===== src/design/isrt_pkg.sv =====
// ----------------------------------------------------------------------------
// isrt_pkg
// Shared types and constants for the streaming insertion sorter.
// ----------------------------------------------------------------------------
package isrt_pkg;

   localparam int DATA_W = 32;

   typedef logic signed [DATA_W-1:0] data_type;

   // Contents of one cell of the sorting chain
   typedef struct packed {
      logic     valid;
      data_type value;
   } cell_data_type;

   // Per-cycle command broadcast to every cell
   typedef struct packed {
      logic ins;    // insert the broadcast value
      logic shift;  // move every entry one cell toward the head
   } cell_ctrl_type;

   typedef enum logic [1:0] {
      ST_FILL  = 2'b01,
      ST_DRAIN = 2'b10
   } state_type;

endpackage


===== src/design/isrt_cell.sv =====
// ----------------------------------------------------------------------------
// isrt_cell
// One slot of the systolic insertion chain: keeps its entry, takes the
// broadcast value, or takes its neighbor's entry.
// ----------------------------------------------------------------------------
module isrt_cell (
   input  logic                   clock,
   input  logic                   reset,
   input  isrt_pkg::cell_ctrl_type ctrl,
   input  isrt_pkg::data_type      new_value,
   input  isrt_pkg::cell_data_type left_data,
   input  logic                   left_le,
   input  isrt_pkg::cell_data_type right_data,
   output isrt_pkg::cell_data_type data,
   output logic                   le
);
   import isrt_pkg::*;

   logic     valid_ff, valid_in;
   data_type value_ff, value_in;
   logic     gt;

   // Empty cells rank above every value, so the store stays contiguous
   assign gt   = !valid_ff || (value_ff > new_value);
   assign le   = !gt;
   assign data = '{valid: valid_ff, value: value_ff};

   // Choose next contents: keep, take new value, or take a neighbor
   always_comb begin
      valid_in = valid_ff;
      value_in = value_ff;
      if (ctrl.ins && gt) begin
         if (left_le) begin
            valid_in = 1'b1;
            value_in = new_value;
         end else begin
            valid_in = left_data.valid;
            value_in = left_data.value;
         end
      end else if (ctrl.shift) begin
         valid_in = right_data.valid;
         value_in = right_data.value;
      end
   end

   always_ff @(posedge clock) begin
      if (reset) begin
         valid_ff <= 1'b0;
      end else begin
         valid_ff <= valid_in;
      end
   end

   always_ff @(posedge clock) begin
      value_ff <= value_in;
   end

endmodule


===== config.mk =====
export PLATFORM = sky130hd
export DESIGN_NAME = isrt_cell
export DESIGN_NICKNAME = d
export VERILOG_FILES = /design/src/design/isrt_pkg.sv /design/src/design/isrt_cell.sv
export SDC_FILE = /design/constraint.sdc
export NUM_CORES = 1
export LEC_CHECK = 0
export CORE_MARGIN = 4
export CORE_UTILIZATION = 55
export CTS_CLUSTER_SIZE = 16
export DETAILED_ROUTE_END_ITERATION = 8
export DONT_BUFFER_PORTS = 1
export PLACE_DENSITY = 0.69
export SLEW_MARGIN = 20
export SYNTH_ARGS = -nofsm -noshare
export SYNTH_HDL_FRONTEND = slang
export SYNTH_SLANG_ARGS = --single-unit

===== constraint.sdc =====
create_clock -name clock -period 4 [get_ports clock]
set_input_delay 0.4 -clock clock [delete_from_list [all_inputs] [get_ports clock]]
set_output_delay 0.4 -clock clock [all_outputs]
set_load 0.005 [all_outputs]

Word-level counts from Yosys, hierarchy flattened
Cells that the tools add are included.
{"block": "classes", "n_lt_le_gt_ge": 1, "n_reduce_logical": 5, "mux": 6}
{"op": "$mux W32", "n": 3}
{"op": "$gt A32 B32 Y1", "n": 1}
{"op": "$mux W1", "n": 3}
{"op": "$logic_not A1 Y1", "n": 2}
{"op": "$reduce_bool A2 Y1", "n": 1}
{"op": "$logic_and A1 B1 Y1", "n": 1}
{"op": "$logic_or A1 B1 Y1", "n": 1}
{"block": "totals", "wordCells": 14, "ff_bits": 33, "in_bits": 103, "output_inout_bits": 34}

Logic depth before layout (Yosys ltp)
{"block": "depth", "ltp_word": 4, "depth_mapped": 12, "ltp_nobuf": 9}

Worst setup path after synthesis
No wires, ideal clock.
{"block": "synth_path", "kind": "input to register", "from": "input port new_value[31]", "to": "register value_ff[0] (enable)", "cell_stages": 9, "required_ns": 3.572, "n_path_buf": 0, "arrival_time_ns": 3.350, "setup_time_ns": 0.428, "slack_ns": 0.222, "cell_sequence": "inv_1 > ha_1 > nand4_1 > nor4_2 > nor2_1 > a31oi_1 > nand2_2 > o21a_1 > o21bai_1"}
{"block": "synth_via", "elab_chain_len": 4}
{"item": "start, declared", "line": "isrt_cell.sv:10", "text": "input isrt_pkg::data_type new_value,"}
{"item": "$gt A32 B32 Y1", "line": "isrt_cell.sv:24", "text": "assign gt = !valid_ff || (value_ff > new_value);"}
{"item": "$logic_or A1 B1 Y1", "line": "isrt_cell.sv:24"}
{"item": "$logic_and A1 B1 Y1", "line": "isrt_cell.sv:32", "text": "if (ctrl.ins && gt) begin"}
{"item": "$reduce_bool A2 Y1 (no line)"}
{"item": "end signal, assigned", "line": "isrt_cell.sv:55", "text": "value_ff <= value_in;"}
{"item": "end, declared", "line": "isrt_cell.sv:20", "text": "data_type value_ff, value_in;"}
Every way passes these cells.
A chain may end at the register's enable or synchronous reset.

Final worst setup path
{"block": "layout_path", "from": "register value_ff[29]", "to": "register value_ff[15], data pin"}
{"block": "layout_via", "elab_chain_len": 4}
{"item": "$gt A32 B32 Y1", "line": "isrt_cell.sv:24"}
{"item": "$logic_or A1 B1 Y1", "line": "isrt_cell.sv:24"}
{"item": "$logic_and A1 B1 Y1", "line": "isrt_cell.sv:32"}
{"item": "$mux W32", "line": "isrt_cell.sv:32"}
{"item": "net value_in[15]", "line": "isrt_cell.sv:20"}
The timed path passes the listed nets, and every way through them passes these cells.

==> impl_metrics.json <==
{
  "crit_family": "compound AO/OA/AOI/OAI gates",
  "yosysUniqueCellTypes": 43,
  "clk_pin_slew_ns": 0.07,
  "post-cts-setup-buffer-count": 0,
  "hold_depth": 2,
  "ys_seq_area_frac": 0.2665,
  "synthTopCellsByCount": "39 x nand2_1, 35 x inv_1, 34 x a31oi_1",
  "reg2reg_depth": 9,
  "die_h_um": 89.81,
  "grt_max_degree": 69,
  "finalSetupViolCount": 0,
  "cts_resized": 0,
  "antenna_found_initial": 0,
  "core-area_mm2": 0.006422,
  "timing.critical_path.cells": "ha_1 > a21o_1 > a2111o_1 > a2111oi_2 > nand3_1 > nor2_4 > buf_4 > or4_1 > o211ai_2",
  "grtUsageMet1": 0.2750,
  "rsz0062_at_grt": "false",
  "power_density_mw_per_mm2": 388.9,
  "cts_made_buffers": 5,
  "drt_pass1_iterations": 5,
  "syn_inst": 391,
  "io_pins": 137,
  "antenna_left": 0,
  "path_max_fanout": 65,
  "top_usage_layer": "met2",
  "status": "finished clean",
  "final_layout_size_suffix_gt1_frac": 0.1402,
  "fmax_mhz": 313.4,
  "dp_hpwl_mm": 6.867,
  "setup_tns_ns": 0,
  "drt_iter0_drc": 156,
  "gp_congestion": 0.7956,
  "maxSlewHeadroom": 0.5619,
  "skew_ns": 0.001962,
  "routedWlPerCell_um": 20.78,
  "num_rows": 29,
  "grtUsageTotal": 0.2285,
  "remaining_drc_errors": 0,
  "via_per_inst": 6.882,
  "crit_type": "register to register",
  "grt_util_met3": 0.08097,
  "crit_slowest_cell": "a2111o_1",
  "synth_area_leaders": "edfxtp_1 26%, ha_1 11%, o211ai_2 10%, mux2i_1 9.0%, o2bb2ai_1 7.6%",
  "routed_wirelength_mm": 9.311,
  "cp.required_ns": 4.03,
  "die_x_um": 89.81,
  "clk_latency_ns": 0.28,
  "start_util": 0.5732,
  "clockBufferDepth": 2,
  "layout.cells.non_filler": 448,
  "async_flop_share": 0,
  "yosys.area.top_type": "edfxtp_1",
  "worstPathArrival_ns": 3.22,
  "n_antenna_cell": 0,
  "synth.avg_cell_area_um2": 9.414,
  "htreeDepth": 2,
  "port_buffers": 0,
  "grt_use_met2": 0.3922,
  "finalCriticalPeriod_ns": 3.191,
  "postCtsHoldBufs": 0,
  "clock-root-buffer": "clkbuf_8",
  "cp_num_buf_inv": 1,
  "cts_tree": "yes",
  "cts_num_sinks": 33,
  "grt_pass1_vias": 3107,
  "vias": 3083,
  "worst_pin_slew_ns": 0.6571,
  "min_path_type": "primary input to register",
  "endpoint_kind": "register",
  "synth.most_common_cell": "nand2_1",
  "syn_nets": 526,
  "synthFlopType": "edfxtp_1",
  "cp.depth": 9,
  "yosysWarnings": 0,
  "grt_pass1_wl_mm": 15.35,
  "slew_violations": 0,
  "synth_top_cell_area_share": 0.2610,
  "critPathMaxStageDelay_ns": 0.47,
  "hold_viol": 0,
  "syn_to_final_growth_pct": 1.190,
  "cp-start-kind": "register",
  "synth_edf_count": 32,
  "final.period_utilization": 0.7976,
  "maxCapViolations": 0,
  "p_leak_nw": 1.486,
  "mappedNetlistArea_mm2": 0.003681,
  "design.die.area_mm2": 0.008066,
  "dp_cells": 440,
  "peakVddDrop_mv": 0.2141,
  "nets": 505,
  "grt_overflow_total": 0,
  "synth_seq_cells": 33
}
-- kinds of logic (layout without fill, tap and decap cells) --
logic type,Yosys count,in the layout,share of synthesized area
DFF,33,33,0.2665
AOI/OAI and AO/OA,127,127,0.2940
buffers and inverters,71,51,0.09653
adders and majority gates,32,32,0.1088
muxes,33,33,0.08974
and+or+nand+nor,95,95,0.1445
-- layout make-up --
class,count,area [um2]
Fill cell,563,2698
Inverter,35,131.4
Clock buffer,8,80.08
Timing Repair Buffer,8,72.57
Sequential cell,33,982.2
Multi-Input combinational cell,287,2362
Tap cell,77,96.34
-- flip-flops by register name, indices dropped and copies added (netlist names) --
register / count
valid_ff: 1
value_ff: 32
-- cell usage in the layout (no fill, tap or decap), types with 2 or more instances in the layout --
cell	netlist	layout
nand2_1	39	39
o21a_1	2	2
or4_1	31	31
nor2b_1	2	2
edfxtp_1	32	32
a31oi_1	34	34
nor2_1	4	4
buf_4	3	7
a21o_1	2	2
nand4_1	8	8
inv_1	35	34
ha_1	32	32
o21ai_0	3	3
o211ai_1	3	3
o211ai_2	30	30
nand2b_1	2	2
mux2i_1	33	33
o2bb2ai_1	32	32
clkbuf_8	0	5
a21oi_1	12	12
clkbuf_1	18	3
-- final timing paths --
check / start / to / slack [ns]
worst min-delay path: reset / valid_ff / 0.26
worst min register to register: valid_ff / value_ff[31] / 1.02
worst max-delay path: value_ff[29] / value_ff[15] / 0.81
worst max register to register: value_ff[29] / value_ff[15] / 0.81
-- routing by layer --
layer  vias up  routed length, um
met3         8                913
met4         0                107
met2       124               4413
met5         -                  0
li1       1506                  -
met1      1445               3876
-- through the flow --
step	power [mW]	cell area [um2]	setup slack, ns	utilization	hold WS [ns]
2_1_floorplan	1.097	3681	0.2222	-	0.5585
3_3_place_gp	1.189	3645	0.8864	0.5675	0.5633
3_5_place_dp	1.206	3645	0.8350	0.5675	0.5653
4_1_cts	1.456	3725	0.8083	0.5800	0.2645
5_1_grt	1.561	3725	0.5869	0.5800	0.2721
6_report	1.448	3725	0.8094	0.5800	0.2623
-- power breakdown --
group          internal, mW  total, mW  switching [mW]
logic                 0.250      0.650           0.399
registers             0.484      0.547          0.0631
clock network         0.124      0.252           0.128
total                 0.858       1.45           0.591
No activity file was read; power rests on OpenSTA's default activity.
